File: src/sv/pcpa_pkg.sv
// Shared types and constants for the per-CPU page allocator.
// No dependencies; imported by every module of the block except pcpa_ram.
`timescale 1ns / 1ps
`default_nettype none

package pcpa_pkg;

    localparam int ADDR_W     = 32;
    localparam int CPU_W      = 3;
    localparam int PAGE_SHIFT = 12;
    localparam int STATUS_W   = 2;
    localparam int CFG_IDX_W  = 1;
    localparam int KIND_W     = 2;
    localparam int S_DATA_W   = 40;

    localparam logic [ADDR_W-1:0] MEM_START_RST = 32'h8000_0000;
    localparam logic [ADDR_W-1:0] MEM_STOP_RST  = 32'h8800_0000;

    localparam logic [CFG_IDX_W-1:0] REG_MEM_START = 1'b0;
    localparam logic [CFG_IDX_W-1:0] REG_MEM_STOP  = 1'b1;

    localparam logic FUNC_ALLOC = 1'b0;
    localparam logic FUNC_FREE  = 1'b1;

    localparam logic [STATUS_W-1:0] ST_OK     = 2'd0;
    localparam logic [STATUS_W-1:0] ST_EMPTY  = 2'd1;
    localparam logic [STATUS_W-1:0] ST_REJECT = 2'd2;

    // classified request kinds carried from front to back
    typedef enum logic [KIND_W-1:0] {
        OP_ALLOC  = 2'd0,
        OP_FREE   = 2'd1,
        OP_REJECT = 2'd2,
        OP_EMPTY  = 2'd3
    } op_kind_t;

    typedef enum logic {
        BK_IDLE = 1'b0,
        BK_POP  = 1'b1
    } back_state_t;

endpackage : pcpa_pkg

`default_nettype wire

File: src/sv/pcpa_front.sv
// Front end: takes requests, checks free addresses and CPU range, classifies.
// Depends on pcpa_pkg.
`timescale 1ns / 1ps
`default_nettype none

module pcpa_front
    import pcpa_pkg::*;
#(
    parameter int CPUS  = 8,
    parameter int PAGES = 32768
) (
    input  wire logic                      s_tvalid,
    input  wire logic                      s_tuser,
    input  wire logic [S_DATA_W-1:0]       s_tdata,
    input  wire logic                      q_full,
    input  wire logic [ADDR_W-1:0]         mem_start,
    input  wire logic [ADDR_W-1:0]         mem_stop,
    input  wire logic [ADDR_W:0]           base,
    output logic                           s_tready,
    output logic                           push,
    output op_kind_t                       kind,
    output logic [$clog2(CPUS)-1:0]        cpu_idx,
    output logic [$clog2(PAGES)-1:0]       page
);

    localparam int CW = $clog2(CPUS);
    localparam int PW = $clog2(PAGES);
    localparam int PN_W = ADDR_W - PAGE_SHIFT;

    logic [CPU_W-1:0]  cpu;
    logic [ADDR_W-1:0] addr;
    logic [31:0]       cpu_ext;
    logic [ADDR_W-1:0] diff;
    logic [PN_W-1:0]   pnum;
    logic              cpu_ok;
    logic              addr_ok;

    assign cpu  = s_tdata[CPU_W-1:0];
    assign addr = s_tdata[CPU_W+ADDR_W-1:CPU_W];

    assign cpu_ext = 32'(cpu);
    assign cpu_ok  = (cpu_ext < 32'(CPUS));
    assign cpu_idx = cpu_ext[CW-1:0];

    assign diff = addr - base[ADDR_W-1:0];
    assign pnum = diff[ADDR_W-1:PAGE_SHIFT];
    assign page = pnum[PW-1:0];

    assign addr_ok = (addr[PAGE_SHIFT-1:0] == '0)
                  && (addr >= mem_start)
                  && (addr < mem_stop)
                  && ({1'b0, addr} >= base)
                  && ({1'b0, pnum} < (PN_W+1)'(PAGES));

    assign s_tready = !q_full;
    assign push     = s_tvalid && !q_full;

    always_comb begin
        if (s_tuser == FUNC_FREE) begin
            kind = (cpu_ok && addr_ok) ? OP_FREE : OP_REJECT;
        end else begin
            kind = cpu_ok ? OP_ALLOC : OP_EMPTY;
        end
    end

endmodule : pcpa_front

`default_nettype wire

File: config.mk
export PLATFORM = sky130hd
export DESIGN_NAME = pcpa_front
export DESIGN_NICKNAME = d
export VERILOG_FILES = /design/src/sv/pcpa_pkg.sv /design/src/sv/pcpa_front.sv
export SDC_FILE = /design/constraint.sdc
export NUM_CORES = 1
export LEC_CHECK = 0
export ABC_AREA = 1
export BUFFER_PORTS_ARGS = -buffer_cell sky130_fd_sc_hd__buf_2
export CORE_MARGIN = 2
export CORE_UTILIZATION = 43
export DETAILED_ROUTE_END_ITERATION = 6
export PLACE_DENSITY = 0.72
export SYNTH_ARGS = -nofsm -noshare
export SYNTH_HDL_FRONTEND = slang
export SYNTH_SLANG_ARGS = --single-unit
export TNS_END_PERCENT = 50
File: constraint.sdc
create_clock -name vclk -period 3
set_input_delay 0.6 -clock vclk [all_inputs]
set_output_delay 0.6 -clock vclk [all_outputs]
set_load 0.005 [all_outputs]
==> results.json <==
{
  "clock.fmax_mhz": 343,
  "wl_met3_microns": 564,
  "pwr-share-clk_pct": 0,
  "worst_pin_slew_ns": 0.298,
  "critPathLaunchType": "input pin",
  "synth_nets": 1009,
  "highest_layer": "met4",
  "dieWidth_microns": 102,
  "synth_cells": 774,
  "nFlopsAndLatches": 0,
  "drv_slew": 0,
  "p_sw_w": 0.000563,
  "yosysMostFrequentCell": "nand2_1",
  "wl_mm": 12.1,
  "hp-class": "in -> out",
  "worstSetupEndpointType": "output port",
  "first_pass_iters": 4,
  "power.total_w": 0.00104,
  "area_growth_syn_to_layout_pct": 48.5,
  "routabilityCongestion": 0.921,
  "cp.required_ns": 2.40,
  "grtUsageTotal_pct": 21.2,
  "nets": 1204,
  "io_buffer_count": 151,
  "crit_start": "s_tdata[30]",
  "num_rows": 35,
  "tns_ns": 0,
  "die_h_microns": 102,
  "relSlewSlack_pct": 80.0,
  "m1WireLength_mm": 5.72,
  "coreArea_sq_um": 9240,
  "die_area_sq_um": 10300,
  "antenna_left": 0,
  "grt_max_degree": 6,
  "max-vdd-ir-drop_uv": 63.1,
  "crit_fanout": 5,
  "outcome": "complete, no violations",
  "syn_avg_cell_area_sq_um": 5.30,
  "antenna_found_initial": 0,
  "drive_above_1_share_pct": 35.4,
  "gr-total-overflow": 0,
  "final_util_pct": 66.0,
  "io_pins": 162,
  "route.met2.wl_mm": 5.79,
  "num_vias": 4984,
  "netlist_top_cells_count": "nand2_1 (256), inv_1 (201), ha_1 (95), nor2_1 (64), a21oi_1 (45)",
  "initial_utilization_pct": 44.4,
  "combinationalPowerShare_pct": 100.0,
  "stdcell_count": 1096,
  "grt_pass1_vias": 4487,
  "dp.cells": 1090,
  "seqPwrFrac_pct": 0,
  "synth_top_area_cell": "ha_1",
  "period_needed_ns": 2.91,
  "cellPowerDensity_nw_per_um2": 170,
  "place_hpwl_mm": 10.2,
  "drc": 0,
  "worstPathArrival_ns": 2.31,
  "synth_cell_types": 29,
  "hold_ws_ns": 1.20,
  "drv_cap": 0,
  "netlist_area_sq_um": 4100,
  "crit_type": "in -> out",
  "critical_path.endpoint": "kind[1]",
  "grt_first_pass_wirelength_mm": 18.4,
  "yosys_warnings": 0,
  "final-seq-area_sq_um": 0,
  "rsz0062_at_grt": "yes",
  "synth_top_area_share_pct": 29.0,
  "seq_area_frac_synth_pct": 0,
  "setup_viol": 0,
  "synth_area_leaders": "ha_1 (29%), nand2_1 (23%), inv_1 (18%)",
  "hold_viol_final": 0,
  "clock_buffers": 0,
  "p_int_w": 0.000475,
  "antenna_cells": 0,
  "viasPerCell": 4.55,
  "period_share_pct": 97.1,
  "first_iter_violations": 187,
  "fillers": 875,
  "post_drt_wl_per_cell_microns": 11.0,
  "p_leak_nw": 3.73,
  "swShare_pct": 54.2
}
[per-stage QoR]
| step | instance area, sq um | setup WS (ns) |
|---|---|---|
| after floorplan | 4100 | 0.437 |
| after global placement | 5290 | -0.00192 |
| after detailed placement | 5290 | -0.0176 |
| after CTS | 5300 | -0.00344 |
| after global routing | 6090 | -0.0379 |
| final | 6090 | 0.0864 |
[worst min path at each step]
stage | cells past startpoint | slack (ns) | to | start
2_1_floorplan | 1 | 1.23 | s_tready | q_full
3_5_place_dp | 0 | 1.20 | cpu_idx[0] | s_tdata[0]
6_report | 0 | 1.20 | cpu_idx[1] | s_tdata[1]
5_1_grt | 0 | 1.20 | cpu_idx[1] | s_tdata[1]
3_3_place_gp | 0 | 1.20 | cpu_idx[0] | s_tdata[0]
4_1_cts | 0 | 1.20 | cpu_idx[0] | s_tdata[0]
[metal layers]
metal	vias to the layer above	global-route usage [%]
li1	2747	-
met1	2123	29.2
met2	112	38.1
met3	2	1.24
met4	0	0.520
met5	-	0
[what timing repair did]
action	4_1_cts	5_1_grt
resized for setup	2	152
endpoints found under the setup margin	3	6
pin swaps	0	48
gates cloned	0	0
hold buffers	0	0
hold endpoints to repair	0	0
setup buffers	0	6
[kinds of logic after synthesis]
logic type	synth area share, %
adders and majority gates	29.0
AOI/OAI and AO/OA	10.1
xor gates and xnor gates	3.20
buffers and inverters	19.1
and+or+nand+nor	38.6
[critical path, cell delays in order]
cell and delay, ns:
buf_2 0.12, ha_2 0.38, nand2_2 0.10, nor2_2 0.16, nand2_1 0.10, nor2_2 0.13, nand2_4 0.08, nand2_2 0.07
nand2_1 0.05, nand2_1 0.05, nand2_1 0.05, inv_1 0.05, nand3_1 0.05, nor2_1 0.15, nor2_1 0.05, buf_2 0.12
[layout make-up]
cell class                 instances  area [sq um]  share of cell area (%)
multi-input combinational        568          4060                    66.6
tap                              129           161                    2.65
timing repair buffer             196          1110                    18.2
inverter                         203           762                    12.5
[power groups by stage]
stage               logic [W]  registers (W)  clock network, W
detailed placement   0.000842              0                 0
CTS                  0.000848              0                 0
global route          0.00117              0                 0
finish                0.00104              0                 0
global placement     0.000832              0                 0
floorplan            0.000515              0                 0
[layout by cell type, fill, tap and decap left out, drive strengths merged, types with 4 or more instances in the layout]
cell type,instances
xor2,9
nor2,72
nand2,265
xnor2,6
nor3,10
o21ai,7
a31oi,6
a21o,5
a21oi,47
inv,203
nand3,26
buf,195
ha,95
nand4,4
Note: power is estimated with default switching activity, not from simulation.
