===== src/sv/pcpa_pkg.sv =====
// Shared types and constants for the per-CPU page allocator.
// No dependencies; imported by every module of the block except pcpa_ram.
`timescale 1ns / 1ps
`default_nettype none

package pcpa_pkg;

    localparam int ADDR_W     = 32;
    localparam int CPU_W      = 3;
    localparam int PAGE_SHIFT = 12;
    localparam int STATUS_W   = 2;
    localparam int CFG_IDX_W  = 1;
    localparam int KIND_W     = 2;
    localparam int S_DATA_W   = 40;

    localparam logic [ADDR_W-1:0] MEM_START_RST = 32'h8000_0000;
    localparam logic [ADDR_W-1:0] MEM_STOP_RST  = 32'h8800_0000;

    localparam logic [CFG_IDX_W-1:0] REG_MEM_START = 1'b0;
    localparam logic [CFG_IDX_W-1:0] REG_MEM_STOP  = 1'b1;

    localparam logic FUNC_ALLOC = 1'b0;
    localparam logic FUNC_FREE  = 1'b1;

    localparam logic [STATUS_W-1:0] ST_OK     = 2'd0;
    localparam logic [STATUS_W-1:0] ST_EMPTY  = 2'd1;
    localparam logic [STATUS_W-1:0] ST_REJECT = 2'd2;

    // classified request kinds carried from front to back
    typedef enum logic [KIND_W-1:0] {
        OP_ALLOC  = 2'd0,
        OP_FREE   = 2'd1,
        OP_REJECT = 2'd2,
        OP_EMPTY  = 2'd3
    } op_kind_t;

    typedef enum logic {
        BK_IDLE = 1'b0,
        BK_POP  = 1'b1
    } back_state_t;

endpackage : pcpa_pkg

`default_nettype wire


===== src/sv/pcpa_queue.sv =====
// Two-entry request queue between the front classifier and the back executor.
// Depends on pcpa_pkg for the house style only.
`timescale 1ns / 1ps
`default_nettype none

module pcpa_queue
    import pcpa_pkg::*;
#(
    parameter int WIDTH = 8
) (
    input  wire logic             aclk,
    input  wire logic             aresetn,
    input  wire logic             push,
    input  wire logic [WIDTH-1:0] push_data,
    output logic                  full,
    input  wire logic             pop,
    output logic                  not_empty,
    output logic      [WIDTH-1:0] pop_data
);

    logic [WIDTH-1:0] entry_reg [2];
    logic             wr_ptr_reg;
    logic             rd_ptr_reg;
    logic [1:0]       count_reg;

    assign full      = (count_reg == 2'd2);
    assign not_empty = (count_reg != 2'd0);
    assign pop_data  = entry_reg[rd_ptr_reg];

    always_ff @(posedge aclk) begin
        if (!aresetn) begin
            wr_ptr_reg <= 1'b0;
            rd_ptr_reg <= 1'b0;
            count_reg  <= 2'd0;
        end else begin
            if (push) begin
                wr_ptr_reg <= ~wr_ptr_reg;
            end
            if (pop) begin
                rd_ptr_reg <= ~rd_ptr_reg;
            end
            if (push && !pop) begin
                count_reg <= count_reg + 2'd1;
            end else if (pop && !push) begin
                count_reg <= count_reg - 2'd1;
            end
        end
    end

    always_ff @(posedge aclk) begin
        if (push) begin
            entry_reg[wr_ptr_reg] <= push_data;
        end
    end

endmodule : pcpa_queue

`default_nettype wire


===== config.mk =====
export PLATFORM = sky130hd
export DESIGN_NAME = pcpa_queue
export DESIGN_NICKNAME = d
export VERILOG_FILES = /design/src/sv/pcpa_pkg.sv /design/src/sv/pcpa_queue.sv
export SDC_FILE = /design/constraint.sdc
export NUM_CORES = 1
export LEC_CHECK = 0
export ABC_CLOCK_PERIOD_IN_PS = 1900
export BUFFER_PORTS_ARGS = -buffer_cell sky130_fd_sc_hd__clkbuf_2
export CAP_MARGIN = 20
export CELL_PAD_IN_SITES_DETAIL_PLACEMENT = 2
export CELL_PAD_IN_SITES_GLOBAL_PLACEMENT = 2
export CORE_MARGIN = 3
export CORE_UTILIZATION = 36
export CTS_BUF_LIST = sky130_fd_sc_hd__clkbuf_8
export CTS_CLUSTER_DIAMETER = 120
export DETAILED_ROUTE_END_ITERATION = 16
export PLACE_DENSITY_LB_ADDON = 0.1
export SYNTH_ARGS = -nofsm -noshare
export SYNTH_HDL_FRONTEND = slang
export SYNTH_SLANG_ARGS = --single-unit

===== constraint.sdc =====
create_clock -name aclk -period 1.9 [get_ports aclk]
set_clock_uncertainty 0.2 [all_clocks]
set_input_delay 0.285 -clock aclk [delete_from_list [all_inputs] [get_ports aclk]]
set_output_delay 0.285 -clock aclk [all_outputs]
set_load 0.02 [all_outputs]

==> flow_metrics.py <==
metrics = {
    "status": {
        "status": "finished clean",
    },
    "setup_path": {
        "timing.rr.end": "count_reg[1]$_SDFFE_PN0P_",
        "r2r_start": "count_reg[0]$_SDFFE_PN0P_",
        "path_class": "reg -> out",
        "end_kind": "output pin",
        "max_stage_delay_ns": 0.54,
        "crit_path_max_fanout": 8,
        "crit_required_ns": 1.41,
        "reg2reg_depth": 3,
        "path_cells": "mux2_2, clkbuf_2",
        "slowest_stage": "dfxtp_1",
        "arrival_ns": 1.34,
        "crit_path_start_kind": "flip-flop",
        "ff2ff_setup_slack_ns": 0.64,
    },
    "logic_synthesis": {
        "ys_warn_count": 0,
        "synth_edf_count": 16,
        "postSynthCellCount": 47,
        "synth-main-ff-cell": "edfxtp_1",
        "synth_commonest_cells": "16 x edfxtp_1, 8 x mux2_2, 5 x dfxtp_1",
        "synth.area.top_cells": "edfxtp_1 60%, dfxtp_1 13%, mux2_2 11%",
        "synth_seq_cells": 21,
        "yosysMostFrequentCell": "edfxtp_1",
        "yosysUniqueCellTypes": 16,
        "yosysSeqAreaShare_pct": 72.8,
        "syn_area_um2": 797,
        "yosysTopAreaCell": "edfxtp_1",
        "async_flop_share_pct": 0,
        "avgSynthCellArea_um2": 17.0,
        "synth_nets": 60,
        "synth.top_cell.area_share_pct": 60.3,
    },
    "cells_and_area": {
        "antennaDiodeCount": 0,
        "stdcell_count": 99,
        "drive_above_1_share_pct": 48.6,
        "layout.nets": 86,
        "fillers": 204,
        "largest_reg_flops": 16,
        "areaGrowthSynthToFinish_pct": 23.4,
    },
    "clocking": {
        "postCtsSetupBuffers": 0,
        "clockBufferDepth": 2,
        "numCtsBuffers": 3,
        "ctsResizeCount": 0,
        "clkSinkCount": 21,
        "htree_levels": 1,
        "cts_tree": "done",
        "cts-root-buf": "clkbuf_8",
        "path_clk_slew_ns": 0.07,
        "cts_hold_buf": 0,
        "insertion_delay_ns": 0.25,
    },
    "sta": {
        "hold_violations": 0,
        "worst_pin_slew_ns": 0.372,
        "finalCritPeriodShare_pct": 96.0,
        "maxSlewHeadroom_pct": 75.2,
        "fin_setup_tns_ns": 0,
        "min_period_ns": 1.82,
        "rsz0062_at_grt": "false",
        "fmaxAchievable_ghz": 0.549,
        "setup_viol": 0,
        "slew_violations": 0,
    },
    "floorplanning": {
        "die_h_um": 53.1,
        "die_area_um2": 2810,
        "pin_count": 22,
        "fp.coreArea_um2": 2020,
        "fp-row-count": 16,
        "start_util_pct": 39.4,
        "chipWidth_um": 53.1,
    },
    "worst_hold_path": {
        "hp-class": "in -> reg",
        "min_path_cells": 1,
        "hold_path_startpoint": "push_data[3]",
        "min_to": "entry_reg[0][3]$_DFFE_PP_",
    },
    "drt": {
        "wl_per_cell_um": 15.5,
        "drc": 0,
        "dr.pass1.iters": 2,
        "vias": 458,
        "antenna_left": 0,
        "drt_iter0_drc": 3,
        "routed_wl_um": 1540,
        "via_per_inst": 4.63,
    },
    "place": {
        "dpl.cell_count": 95,
        "io_buffers": 21,
        "gp_congestion": 0.636,
    },
    "global_routing": {
        "antenna_found_initial": 0,
        "grt_pass1_wl_um": 2420,
        "grt_pass1_vias": 507,
        "grt_max_degree": 12,
        "grt-ovfl-total": 0,
        "grt_usage_pct": 12.6,
    },
    "power": {
        "ir_worst_vdd_v": 0.000586,
        "powerDensity_nw_per_um2": 981,
        "leakage_nw": 0.401,
    },
    "run": {
        "maxCapViolCount": 0,
    },
}
==> power by group <==
part	internal, mW	total, mW	switching (mW)
registers	0.526	0.546	0.0202
clock network	0.144	0.275	0.131
logic	0.0670	0.144	0.0774
total	0.736	0.965	0.229
==> critical path, delay by kind of cell (launching register included) <==
family,cells,cell delay (ns)
DFF,1,0.54
buffers and inverters,1,0.15
muxes,1,0.39
==> layout make-up <==
cell class,count,area (um2),share of cell area (%)
Inverter,1,3.75,0.382
Clock buffer,3,41.3,4.20
Tap cell,27,33.8,3.44
Multi-Input combinational cell,24,208,21.1
Sequential cell,21,581,59.0
Timing Repair Buffer,22,113,11.5
Clock inverter,1,3.75,0.382
==> routing by layer <==
metal  up-vias  part of all wire (%)  track usage (%)  routed length, um
met5         -                     0                0                  0
met4         0                   1.6             6.38                 25
met3         2                   3.5             1.69                 53
met2        13                    56             23.1                854
met1       225                    39             13.9                601
li1        218                     -                -                  -
==> cells in the final DEF, fill, tap and decap left out <==
cell type  count
o21a_1         1
o21ai_0        1
ha_1           1
and2_1         4
nor2b_1        2
buf_4          1
clkbuf_8       3
xnor2_1        1
xor2_1         2
a21boi_1       1
edfxtp_1      16
or2_2          1
and2b_2        1
inv_1          2
dfxtp_1        5
clkbuf_2      21
mux2_2         8
or3_1          1
==> worst max-delay path by stage <==
stage | startpoint | end | slack (ns) | cells past startpoint
floorplan | pop | count_reg[1]$_SDFFE_PN0P_ | 0.55 | 4
global placement | flip-flop | pop_data[5] | 0.35 | 2
detailed placement | pop | count_reg[1]$_SDFFE_PN0P_ | 0.33 | 5
CTS | flip-flop | pop_data[3] | 0.05 | 2
global route | flip-flop | pop_data[1] | 0.006 | 2
finish | flip-flop | pop_data[7] | 0.08 | 2
==> stage by stage <==
step	cell area [um2]	utilization (%)	power [mW]	setup WS [ns]	hold slack [ns]
floorplan	797	-	0.645	0.547	0.184
global placement	938	46.4	0.694	0.350	0.275
detailed placement	938	46.4	0.703	0.325	0.281
CTS	983	48.6	0.981	0.0513	0.0136
global route	983	48.6	1.01	0.00593	0.0228
finish	983	48.6	0.965	0.0769	0.0199
==> logic make-up after synthesis <==
kind of cell	synth area share [%]
muxes	11.3
buffers and inverters	1.10
xor gates and xnor gates	3.30
AOI/OAI and AO/OA	2.51
adders and majority gates	1.57
DFF	72.8
and+or+nand+nor	7.38
Power figures use the tool's default switching activity.
